File: config.mk
export PLATFORM = sky130hd
export DESIGN_NAME = ssstep_cfg_regs
export DESIGN_NICKNAME = d
export VERILOG_FILES = /design/src/assert_macros.svh /design/src/ssstep_pkg.sv /design/src/ssstep_cfg_regs.sv
export SDC_FILE = /design/constraint.sdc
export NUM_CORES = 1
export LEC_CHECK = 0
export ABC_AREA = 0
export ABC_CLOCK_PERIOD_IN_PS = 1300
export BUFFER_PORTS_ARGS = -buffer_cell sky130_fd_sc_hd__buf_2
export CORE_MARGIN = 1.5
export CORE_UTILIZATION = 28
export CTS_CLUSTER_DIAMETER = 60
export DETAILED_ROUTE_END_ITERATION = 10
export HOLD_SLACK_MARGIN = 0.15
export PLACE_DENSITY = 0.54
export SLEW_MARGIN = 20
export SYNTH_ARGS = -nofsm -noshare
export SYNTH_HDL_FRONTEND = slang
export SYNTH_SLANG_ARGS = --single-unit
File: constraint.sdc
create_clock -name clk -period 1.3 [get_ports clk]
set_clock_uncertainty 0.2 [all_clocks]
set_input_delay 0.195 -clock clk [delete_from_list [all_inputs] [get_ports clk]]
set_output_delay 0.195 -clock clk [all_outputs]
set_load 0.005 [all_outputs]
File: src/assert_macros.svh
// ----------------------------------------------------------------------------
// Assertion macros
// Shared concurrent assertion forms for the state-space step core.
// ----------------------------------------------------------------------------
`ifndef ASSERT_MACROS_SVH
`define ASSERT_MACROS_SVH

// Checked at every rising edge, ignored while reset is asserted
`define SSA_ASSERT(lbl, clk, rstn, prop, msg) \
	lbl: assert property (@(posedge clk) disable iff (!rstn) prop) else $error(msg);

// Checked at every rising edge, including during reset
`define SSA_ASSERT_ALWAYS(lbl, clk, prop, msg) \
	lbl: assert property (@(posedge clk) prop) else $error(msg);

`endif

File: src/ssstep_pkg.sv
// ----------------------------------------------------------------------------
// ssstep_pkg
// Constants and register index codes for the state-space step core.
// ----------------------------------------------------------------------------
`default_nettype none

package ssstep_pkg;

	// model order: three states
	localparam int unsigned NUM_STATES = 3;

	// register index port width
	localparam int unsigned REG_IDX_W = 3;

	// configuration register map
	typedef enum logic [REG_IDX_W-1:0] {
		REG_COEF_ROW_ONE     = 3'd0,
		REG_COEF_ROW_TWO     = 3'd1,
		REG_COEF_ROW_THREE   = 3'd2,
		REG_INPUT_GAINS      = 3'd3,
		REG_OUTPUT_GAIN      = 3'd4,
		REG_FEEDTHROUGH_GAIN = 3'd5,
		REG_START_STATE      = 3'd6
	} cfg_reg_t;

endpackage

`default_nettype wire

File: src/ssstep_cfg_regs.sv
// ----------------------------------------------------------------------------
// ssstep_cfg_regs
// Configuration register bank; unpacks coefficient fields for the datapath.
// ----------------------------------------------------------------------------
`default_nettype none

module ssstep_cfg_regs #(
	parameter int DATA_WIDTH = 16
) (
	input  wire logic                                   clk,
	input  wire logic                                   arst_n,
	input  wire logic                                   wr_en,
	input  wire logic [ssstep_pkg::REG_IDX_W-1:0]       index,
	input  wire logic [ssstep_pkg::NUM_STATES*DATA_WIDTH-1:0] data,
	output logic signed [DATA_WIDTH-1:0] a_mat [ssstep_pkg::NUM_STATES][ssstep_pkg::NUM_STATES],
	output logic signed [DATA_WIDTH-1:0] b_vec [ssstep_pkg::NUM_STATES],
	output logic signed [DATA_WIDTH-1:0] c_gain,
	output logic signed [DATA_WIDTH-1:0] d_gain,
	output logic signed [DATA_WIDTH-1:0] x_init [ssstep_pkg::NUM_STATES]
);

	localparam int NS = ssstep_pkg::NUM_STATES;
	localparam int PW = NS * DATA_WIDTH;

	logic [PW-1:0]         rows_q [NS];
	logic [PW-1:0]         gains_q;
	logic [DATA_WIDTH-1:0] c_q;
	logic [DATA_WIDTH-1:0] d_q;
	logic [PW-1:0]         init_q;

	// register writes; indexes beyond the map are dropped
	always_ff @(posedge clk or negedge arst_n) begin
		if (!arst_n) begin
			for (int r = 0; r < NS; r++) begin
				rows_q[r] <= '0;
			end
			gains_q <= '0;
			c_q     <= '0;
			d_q     <= '0;
			init_q  <= '0;
		end else if (wr_en) begin
			unique case (index)
				ssstep_pkg::REG_COEF_ROW_ONE:     rows_q[0] <= data;
				ssstep_pkg::REG_COEF_ROW_TWO:     rows_q[1] <= data;
				ssstep_pkg::REG_COEF_ROW_THREE:   rows_q[2] <= data;
				ssstep_pkg::REG_INPUT_GAINS:      gains_q   <= data;
				ssstep_pkg::REG_OUTPUT_GAIN:      c_q       <= data[DATA_WIDTH-1:0];
				ssstep_pkg::REG_FEEDTHROUGH_GAIN: d_q       <= data[DATA_WIDTH-1:0];
				ssstep_pkg::REG_START_STATE:      init_q    <= data;
				default: begin
				end
			endcase
		end
	end

	// field unpacking: element 0 in the low bits
	always_comb begin
		for (int r = 0; r < NS; r++) begin
			for (int k = 0; k < NS; k++) begin
				a_mat[r][k] = $signed(rows_q[r][k*DATA_WIDTH +: DATA_WIDTH]);
			end
			b_vec[r]  = $signed(gains_q[r*DATA_WIDTH +: DATA_WIDTH]);
			x_init[r] = $signed(init_q[r*DATA_WIDTH +: DATA_WIDTH]);
		end
	end

	assign c_gain = $signed(c_q);
	assign d_gain = $signed(d_q);

endmodule

`default_nettype wire

==> reports/results.md, run 1 <==
| Item | Reported |
|:---|:---|
| Run status | finished, violations left |
| Failing checks | negative hold slack, negative setup slack |
| Antenna violations before repair | 1 |
| CP top delay family | flip-flops |
| Critical path cell sequence | buf_6 |
| Fraction of registers with async set or reset after synthesis | 100% |
| Type of the tightest min-delay check | in2async |
| Number of failing hold endpoints at the final stage | 10 |
| Category of the critical setup timing path | reg2out |
| Number of nets still failing antenna checks after routing | 0 |
| Internal | 0.0206 W |
| Ys Warns | 0 |
| Half-perimeter wire length of the detailed placement result | 18900 um |
| Number of violations reported at the end of detailed-routing iteration 0 | 170 |
| CP max FO | 2 |
| Clock tree root buffer cell | sky130_fd_sc_hd__clkbuf_16 |
| Cts-stage hold buffer count | 49 |
| Total number of clock tree sinks | 272 |
| Worst VDD drop | 0.000999 V |
| Register clock-pin slew on the reported worst setup and hold paths | 0.06 ns |
| Antenna fix cells | 0 |
| PwrDens | 1730 nW/um^2 |
| Number of optimization iterations in the first detailed-route pass | 4 |
| Number of global-route vias before repair | 7395 |
| RSZ-0062 raised after global routing | yes |
| Critical path buffers and inverters | 1 |
| Full die area | 38000 sq um |
| Power share of the combinational group | 25.0% |
| Width of the chip | 195 um |
| Overflow left after global routing | 0 |
| Yosys top cell area share | 66.0% |
| Number of filler instances in the final layout | 3320 |
| Max transition margin | 70.5% |
| Area inside the core boundary | 36400 sq um |
| Ratio of final minimum period to clock period | 113% |
| Net switching fraction of the power | 25.5% |
| Max-slew violation total from the final report | 0 |
| Wire length of the first global-routing pass | 45500 um |
| Endpoint required time on the critical path | 0.90 ns |
| Final Worst Setup Slack | -0.166 ns |
| Setup crit start kind | flop |
| Final number of setup-violating endpoints | 272 |
| Layout Nets | 1193 |
| Slowest-stage cell, CP | sky130_fd_sc_hd__dfrtp_1 |
| Leakage | 7.97 nW |
| Post-detailed-routing wire length | 29500 um |
| Fin Hold WS | -0.0226 ns |
| Endpoint type of the worst setup path | output port |
| Critical Path Source | a_mat[143]$_DFFE_PN0P_ |
| Post-synthesis net count | 633 |
| Number of register bits inferred by synthesis | 272 |
| Least-Margin Pin Slew | 0.442 ns |
| Synthesized area divided by synthesized cell count | 17.8 sq um |
| Routability congestion estimate from global placement | 0.711 |
| Clock tree from TritonCTS | yes |
| Power, Total | 0.0277 W |
| Number of enable flip-flop cells after synthesis | 0 |
| Placement Rows | 70 |
| Maximum number of pins on one net before global-route repair | 39 |
| Final min period | 1.47 ns |
| Power share of the sequential group | 40.9% |
| Reported max-cap violation count | 0 |
| Clock share of power | 34.1% |
| Main flop type after synthesis | sky130_fd_sc_hd__dfrtp_1 |
| Most common cell in the netlist | sky130_fd_sc_hd__dfrtp_1 |
| Post-synth cell types | 11 |
| Area growth, synth to finish | 55.0% |
| Cell taking the most area after synthesis | sky130_fd_sc_hd__dfrtp_1 |
| GRT Total Usage | 15.6% |
| I/O pin count | 326 |
| CTS buffer count | 34 |
| Share of the yosys chip area belonging to registers | 66.0% |
| Dominant cells by area after synthesis | sky130_fd_sc_hd__dfrtp_1, sky130_fd_sc_hd__mux2_2, sky130_fd_sc_hd__mux2_1, sky130_fd_sc_hd__mux2_4, sky130_fd_sc_hd__buf_6 |
| Initial cell density of the core | 28.3% |
| Pre-CTS WS | -0.420 ns |
| Leading cell types by count after synthesis | sky130_fd_sc_hd__dfrtp_1, sky130_fd_sc_hd__mux2_2, sky130_fd_sc_hd__mux2_1 |
| Setup total negative slack | -34.02 ns |
| Via density per instance | 4.27 |
| Number of port buffers | 325 |
| Arr. time, crit path | 1.07 ns |
| WL/cell | 18.1 um |
| Highest Clock Rate | 682 MHz |
| Peak per-stage delay on the critical path | 0.40 ns |
| Reg-to-reg critical path startpoint | a_mat[53]$_DFFE_PN0P_ |
| Die Span Y | 195 um |
| Source-to-sink clock delay at the later pin of the worst-skew pair | 0.52 ns |
| Netlist area before placement | 10300 sq um |
| Number of buffers on the longest clock path | 3 |
| Max H-tree Level | 2 |
| Share of layout cells above drive strength 1 | 71.7% |
| Total DRC errors in the routed layout | 0 |
| Switch Pwr | 0.00708 W |
| Via count | 6960 |
| Number of instances in the synthesized netlist | 579 |
path summary, 6_finish.rpt:
kind / slack [ns] / endpoint / cells after the start
setup / recovery: -0.17 / a_mat[143] / 1
hold / removal: -0.02 / gains_q[13]$_DFFE_PN0P_ / 2
setup reg to reg: 0.07 / a_mat[53]$_DFFE_PN0P_ / 3
hold reg to reg: 0.30 / gains_q[20]$_DFFE_PN0P_ / 1
max in group asynchronous: 0.36 / a_mat[0]$_DFFE_PN0P_ / 3
min in group clk: 0.06 / d_gain[2]$_DFFE_PN0P_ / 4
registers in the layout, indices dropped and copies added (netlist names):
signal / count
a_mat: 144
c_gain: 16
d_gain: 16
gains_q: 48
init_q: 48
kinds of logic after synthesis:
family | after synthesis | synth area share, %
buffers and inverters | 28 | 1.95
flip-flops | 272 | 66.0
AND/OR/NAND/NOR | 7 | 0.826
multiplexers | 272 | 31.2
layer usage:
metal / track usage, % / wire length, um
met1: 20.9 / 13500
met2: 24.0 / 13400
met3: 5.62 / 2180
met4: 3.73 / 454
met5: 0 / 16
cells in the final DEF, fill, tap and decap left out, drive strengths merged:
cell         synthesis  routed
buf                 28     503
clkinvlp             0       1
and4bb               3       3
bufinv               0       3
nor4b                1       1
dlygate4sd3          0      49
clkinv               0       6
dfrtp              272     272
mux2               272     272
inv                  0       5
clkbuf               0      44
nand4b               3       3
per-stage QoR:
step | std cells | area, sq um | hold slack (ns) | utilization, %
after floorplan | 579 | 10800 | -0.301 | -
after global placement | 1386 | 13300 | -0.0465 | 36.4
after detailed placement | 1386 | 13300 | -0.0486 | 36.4
after CTS | 1583 | 15600 | -0.0457 | 42.7
after global routing | 1630 | 16000 | -0.0113 | 43.8
final | 1630 | 16000 | -0.0226 | 43.8
cell type report:
cell class / instances / area (sq um) / area share, %
repair buffers: 552 / 3810 / 23.8
multi-input cells: 279 / 3650 / 22.9
well taps: 468 / 586 / 3.67
clock buffers: 44 / 938 / 5.87
clock inverters: 15 / 186 / 1.17
flip-flops and latches: 272 / 6810 / 42.6
what timing repair did:
action,4_1_cts,5_1_grt
endpoints found under the setup margin,272,272
buffers inserted,89,47
hold endpoints to repair,544,26
resized for setup,2,9
pin swaps,0,0
power groups by stage:
stage | clock network (W) | registers (W) | logic, W
2_1_floorplan | 0 | 0.0116 | 0.00230
3_3_place_gp | 0 | 0.0114 | 0.00537
3_5_place_dp | 0 | 0.0114 | 0.00542
4_1_cts | 0.00975 | 0.0113 | 0.00647
5_1_grt | 0.0101 | 0.0116 | 0.00749
6_report | 0.00944 | 0.0113 | 0.00693
(Power assumes the default switching activity.)
==> inputs of run 2 (changes only) <==
--- a/config.mk
+++ b/config.mk
@@ -9,11 +9,11 @@
 export ABC_CLOCK_PERIOD_IN_PS = 1300
 export BUFFER_PORTS_ARGS = -buffer_cell sky130_fd_sc_hd__buf_2
 export CORE_MARGIN = 1.5
-export CORE_UTILIZATION = 28
+export CORE_UTILIZATION = 51
 export CTS_CLUSTER_DIAMETER = 60
 export DETAILED_ROUTE_END_ITERATION = 10
 export HOLD_SLACK_MARGIN = 0.15
-export PLACE_DENSITY = 0.54
+export PLACE_DENSITY = 0.85
 export SLEW_MARGIN = 20
 export SYNTH_ARGS = -nofsm -noshare
 export SYNTH_HDL_FRONTEND = slang
==> run 2 against run 1 <==
  * The run still ends with negative hold slack, negative setup slack left
  * Clock-buffer cell count fell by 2
  * Global-route usage grew 16 points
  * Critical endpoint is now b_vec[4]
  * Die area decreased by 45%
  * Clock power is 9.3% lower
  * Hold slack got worse by 0.061 ns
==> reports/results.md, run 2 (synthesis gave the netlist of run 1 again) <==
| Item | Reported |
|:---|:---|
| Reg-to-reg endpoint | a_mat[79]$_DFFE_PN0P_ |
| Max-slew violation total from the final report | 0 |
| Max transition margin | 75.5% |
| WL/cell | 25.5 um |
| Utilization of the core after routing | 81.6% |
| CP top delay family | flip-flops |
| Total DRC errors in the routed layout | 0 |
| Endpoint type of the worst setup path | output port |
| Endpoint required time on the critical path | 0.90 ns |
| Clock tree root buffer cell | sky130_fd_sc_hd__clkbuf_16 |
| Number of failing hold endpoints at the final stage | 18 |
| CP max FO | 2 |
| Cts-stage hold buffer count | 49 |
| Number of filler instances in the final layout | 924 |
| Placement Rows | 51 |
| Met3 routing resource usage after global routing | 7.64% |
| Leading cell type in the layout, fill and taps excluded | sky130_fd_sc_hd__buf_2 |
| Setup total negative slack | -39.78 ns |
| Register clock-pin slew on the reported worst setup and hold paths | 0.07 ns |
| Number of optimization iterations in the first detailed-route pass | 4 |
| Final number of setup-violating endpoints | 274 |
| Peak per-stage delay on the critical path | 0.43 ns |
| Worst R2R Setup Slack | -0.02 ns |
| Critical path cell sequence | buf_2 |
| Share of layout cells above drive strength 1 | 73.3% |
| Clock tree from TritonCTS | yes |
| Area growth, synth to finish | 55.6% |
| Number of buffers on the longest clock path | 3 |
| Run status | finished, violations left |
| Least-Margin Pin Slew | 0.366 ns |
| Die Span Y | 145 um |
| I/O pin count | 326 |
| Total number of clock tree sinks | 272 |
| Number of gates on the worst path with buffers counted | 1 |
| Layout Nets | 1257 |
| Multi-input logic area | 3650 sq um |
| GR Util met2 | 53.1% |
| Initial cell density of the core | 52.4% |
| Slowest-stage cell, CP | sky130_fd_sc_hd__dfrtp_1 |
| R2r worst-path depth | 4 |
| Max H-tree Level | 1 |
| Full die area | 21100 sq um |
| Reg-to-reg critical path startpoint | a_mat[79]$_DFFE_PN0P_ |
| Number of violations reported at the end of detailed-routing iteration 0 | 456 |
| Area inside the core boundary | 19700 sq um |
| Wire length of the first global-routing pass | 50800 um |
| Routability congestion estimate from global placement | 0.791 |
| PwrDens | 1780 nW/um^2 |
| Via count | 8098 |
| Flip-flop and latch area | 6810 sq um |
| Half-perimeter wire length of the detailed placement result | 17500 um |
| Antenna violations before repair | 1 |
| Number of nets still failing antenna checks after routing | 0 |
| CTS buffer count | 29 |
| Arr. time, crit path | 1.12 ns |
| Highest Clock Rate | 662 MHz |
| Post-detailed-routing wire length | 37900 um |
| RSZ-0062 raised after global routing | yes |
| Number of global-route vias before repair | 8180 |
| Reported max-cap violation count | 0 |
| Worst VDD drop | 0.00115 V |
| Flip-flop count of the largest register, all copies and words added | 144 |
| Width of the chip | 145 um |
| Via density per instance | 5.43 |
| Maximum number of pins on one net before global-route repair | 48 |
| Critical path buffers and inverters | 1 |
| Fin Hold WS | -0.0840 ns |
| Setup crit start kind | flop |
| Final Worst Setup Slack | -0.211 ns |
| Source-to-sink clock delay at the later pin of the worst-skew pair | 0.53 ns |
| Most used routing layer | met2 |
| Failing checks | negative hold slack, negative setup slack |
| GRT Total Usage | 31.3% |
| Top library cells by usage in the layout, fill and taps aside | sky130_fd_sc_hd__buf_2, sky130_fd_sc_hd__dfrtp_1, sky130_fd_sc_hd__buf_4, sky130_fd_sc_hd__mux2_2, sky130_fd_sc_hd__mux2_4 |
| Leakage | 8.23 nW |
| Met1 track demand over resource in global routing | 38.5% |
| Category of the critical setup timing path | reg2out |
| Ratio of final minimum period to clock period | 116% |
| Overflow left after global routing | 0 |
| Number of port buffers | 325 |
| Type of the tightest min-delay check | in2async |
| Final min period | 1.51 ns |
## run 2: layer usage
metal  share of wire (%)  wire (um)
met2                  49      18500
met5                   0          0
met3                 9.1       3470
met4                 5.3       2030
met1                  37      13900
## run 2: repair_timing
item | CTS | global route
hold endpoints to repair | 544 | 50
buffers inserted | 121 | 96
endpoints found under the setup margin | 272 | 272
resized for setup | 3 | 5
gates cloned | 0 | 0
## run 2: stage by stage
step	setup WS, ns	instance area [sq um]	total power (W)	std cells
6_report	-0.211	16000	0.0286	1490
5_1_grt	-0.231	16000	0.0294	1490
4_1_cts	-0.200	15300	0.0266	1393
3_5_place_dp	-0.440	12900	0.0168	1171
3_3_place_gp	-0.419	12900	0.0166	1171
2_1_floorplan	-0.145	10800	0.0138	579
## run 2: cell type report
class / instances / share of cell area, %
clock inverters: 10 / 0.694
clock buffers: 42 / 5.45
diodes: 1 / 0.0156
repair buffers: 621 / 26.6
well taps: 265 / 2.07
multi-input cells: 279 / 22.8
flip-flops and latches: 272 / 42.4
## run 2: worst max path at each step
stage                                  startpoint                     end  slack (ns)
after global placement                   index[2]   c_gain[0]$_DFFE_PN0P_       -0.42
after floorplan                          index[2]  a_mat[112]$_DFFE_PN0P_       -0.14
after global routing         a_mat[1]$_DFFE_PN0P_                a_mat[1]       -0.23
after CTS                   d_gain[8]$_DFFE_PN0P_               d_gain[8]       -0.20
after detailed placement                 index[2]   c_gain[3]$_DFFE_PN0P_       -0.44
final                     gains_q[36]$_DFFE_PN0P_                b_vec[4]       -0.21
## run 2: power by group
part           total, W  switching (W)  internal [W]
Clock           0.00856        0.00350       0.00506
Sequential       0.0116        0.00127        0.0103
Combinational   0.00839        0.00324       0.00516
Total            0.0286        0.00801        0.0206
==> inputs of run 3 (changes only) <==
--- a/config.mk
+++ b/config.mk
@@ -8,12 +8,14 @@
 export ABC_AREA = 0
 export ABC_CLOCK_PERIOD_IN_PS = 1300
 export BUFFER_PORTS_ARGS = -buffer_cell sky130_fd_sc_hd__buf_2
+export CELL_PAD_IN_SITES_DETAIL_PLACEMENT = 1
+export CELL_PAD_IN_SITES_GLOBAL_PLACEMENT = 2
 export CORE_MARGIN = 1.5
-export CORE_UTILIZATION = 51
+export CORE_UTILIZATION = 35
 export CTS_CLUSTER_DIAMETER = 60
 export DETAILED_ROUTE_END_ITERATION = 10
 export HOLD_SLACK_MARGIN = 0.15
-export PLACE_DENSITY = 0.85
+export PLACE_DENSITY = 0.84
 export SLEW_MARGIN = 20
 export SYNTH_ARGS = -nofsm -noshare
 export SYNTH_HDL_FRONTEND = slang
==> run 3 against run 2 <==
  * The flow still finishes with violations (negative hold slack, negative setup slack)
  * Total power grew 0.22%
  * Die area grew 45%
  * Flip-flop and latch count is the same
  * Hold slack gained 0.0029 ns
  * Clock power grew 5.4%
  * Wire length shrank 3.2%
  * Via count shrank 6.5%
  * Sequential power is essentially flat
  * Critical path type unchanged
  * Largest power group unchanged
  * Highest routed layer unchanged
==> reports/results.md, run 3 (synthesis gave the netlist of run 1 again) <==
| Item | Reported |
|:---|:---|
| Endpoint required time on the critical path | 0.90 ns |
| Half-perimeter wire length of the detailed placement result | 20300 um |
| Antenna fix cells | 0 |
| Worst VDD drop | 0.00109 V |
| Placement Rows | 62 |
| Max-slew violation total from the final report | 0 |
| Endpoint type of the worst setup path | output port |
| Die Span Y | 175 um |
| Number of optimization iterations in the first detailed-route pass | 4 |
| CTS buffer count | 31 |
| Wire length of the first global-routing pass | 51700 um |
| Source-to-sink clock delay at the later pin of the worst-skew pair | 0.56 ns |
| Clock tree from TritonCTS | yes |
| Peak per-stage delay on the critical path | 0.42 ns |
| Final min period | 1.53 ns |
| CP top delay family | flip-flops |
| GRT Total Usage | 21.9% |
| Multi-input logic area | 3650 sq um |
| Leakage | 8.20 nW |
| Post-route design area | 16200 sq um |
| Pre-CTS WS | -0.471 ns |
| Full die area | 30500 sq um |
| Flip-flop and latch area | 6810 sq um |
| Dpl cell area | 13000 sq um |
| Total DRC errors in the routed layout | 0 |
| Critical path buffers and inverters | 1 |
| Register clock-pin slew on the reported worst setup and hold paths | 0.07 ns |
| Routability congestion estimate from global placement | 0.740 |
| Clock tree root buffer cell | sky130_fd_sc_hd__clkbuf_16 |
| Post-detailed-routing wire length | 36700 um |
| Slowest-stage cell, CP | sky130_fd_sc_hd__dfrtp_1 |
| Cts-stage hold buffer count | 49 |
| Maximum number of pins on one net before global-route repair | 41 |
| RSZ-0062 raised after global routing | yes |
| Area growth, synth to finish | 57.0% |
| Width of the chip | 175 um |
| Least-Margin Pin Slew | 0.330 ns |
| Number of filler instances in the final layout | 2910 |
| I/O pin count | 326 |
| Layout Nets | 1246 |
| Share of layout cells above drive strength 1 | 72.8% |
| Ratio of final minimum period to clock period | 118% |
| Final Worst Setup Slack | -0.232 ns |
| Number of global-route vias before repair | 8429 |
| Number of buffers on the longest clock path | 3 |
| Via density per instance | 4.73 |
| WL/cell | 23.0 um |
| Power, Total | 0.0286 W |
| Antenna violations before repair | 0 |
| Max H-tree Level | 1 |
| Arr. time, crit path | 1.14 ns |
| Category of the critical setup timing path | reg2out |
| PwrDens | 1770 nW/um^2 |
| Final Non-Filler Cells | 1599 |
| Failing checks | negative hold slack, negative setup slack |
| Top library cells by usage in the layout, fill and taps aside | sky130_fd_sc_hd__buf_2, sky130_fd_sc_hd__dfrtp_1, sky130_fd_sc_hd__buf_4, sky130_fd_sc_hd__mux2_2, sky130_fd_sc_hd__mux2_4 |
| Initial cell density of the core | 35.7% |
| Flip-flop count of the largest register, all copies and words added | 144 |
| Number of nets still failing antenna checks after routing | 0 |
| Setup crit start kind | flop |
| Run status | finished, violations left |
| Highest Clock Rate | 653 MHz |
| Number of failing hold endpoints at the final stage | 18 |
| Fin Hold WS | -0.0812 ns |
| Final number of setup-violating endpoints | 272 |
| Via count | 7569 |
| Number of port buffers | 325 |
| Leading cell type in the layout, fill and taps excluded | sky130_fd_sc_hd__buf_2 |
| Total number of clock tree sinks | 272 |
| Type of the tightest min-delay check | in2async |
| Max transition margin | 78.0% |
| Reported max-cap violation count | 0 |
| CP max FO | 2 |
| Number of violations reported at the end of detailed-routing iteration 0 | 350 |
| Critical path cell sequence | buf_2 |
| Overflow left after global routing | 0 |
| Area inside the core boundary | 28900 sq um |
| Count of placed standard cells including taps | 1293 |
## run 3: cell types whose count changed in the layout (fill, tap and decap cells not counted), sizes merged
cell      before  now
clkinvlp       2    3
buf          572  559
clkinv         5    6
clkbuf        42   40
bufinv         2    4
inv            1    3
diode          1    0
## run 3: metal layers
| metal | wire length [um] | vias up | track usage (%) | share of wire [%] |
|---|---|---|---|---|
| met3 | 2220 | 62 | 5.59 | 6.1 |
| met4 | 1010 | 0 | 6.66 | 2.7 |
| met2 | 18900 | 273 | 37.9 | 51 |
| met1 | 14600 | 3956 | 26.9 | 40 |
| li1 | - | 3278 | - | - |
| met5 | 0 | - | 0 | 0 |
## run 3: metrics by stage
stage	utilization [%]	TNS (ns)
2_1_floorplan	-	-14.38
3_3_place_gp	45.2	-82.97
3_5_place_dp	45.2	-87.81
4_1_cts	53.6	-51.35
5_1_grt	56.1	-56.84
6_report	56.1	-45.39
## run 3: layout make-up
type	instances	area share [%]
multi-input cells	279	22.6
clock buffers	40	5.19
clock inverters	16	1.26
flip-flops and latches	272	42.1
well taps	384	2.97
repair buffers	608	26.0
## run 3: power by group
part           switching (W)  total (W)  leakage (nW)  internal, W
sequential           0.00114     0.0115          3.26       0.0103
clock                0.00365    0.00902         0.508      0.00536
combinational        0.00303    0.00812          4.42      0.00508
## run 3: path summary, 6_finish.rpt
| path | slack, ns | cells after the start | to | from |
|---|---|---|---|---|
| min | -0.08 | 2 | c_gain[4]$_DFFE_PN0P_ | arst_n |
| max | -0.23 | 1 | b_vec[2] | gains_q[34]$_DFFE_PN0P_ |
| min in group clk | 0.08 | 4 | d_gain[11]$_DFFE_PN0P_ | index[0] |
| max reg2reg | 0.03 | 3 | a_mat[77]$_DFFE_PN0P_ | a_mat[77]$_DFFE_PN0P_ |
| max in group asynchronous | 0.38 | 3 | a_mat[12]$_DFFE_PN0P_ | arst_n |
| min reg2reg | 0.30 | 1 | d_gain[0]$_DFFE_PN0P_ | d_gain[0]$_DFFE_PN0P_ |
## run 3: repair_timing
action / in CTS / in global routing
endpoints found under the hold margin: 544 / 34
resized for setup: 2 / 13
endpoints found under the setup margin: 272 / 272
setup buffers: 117 / 84
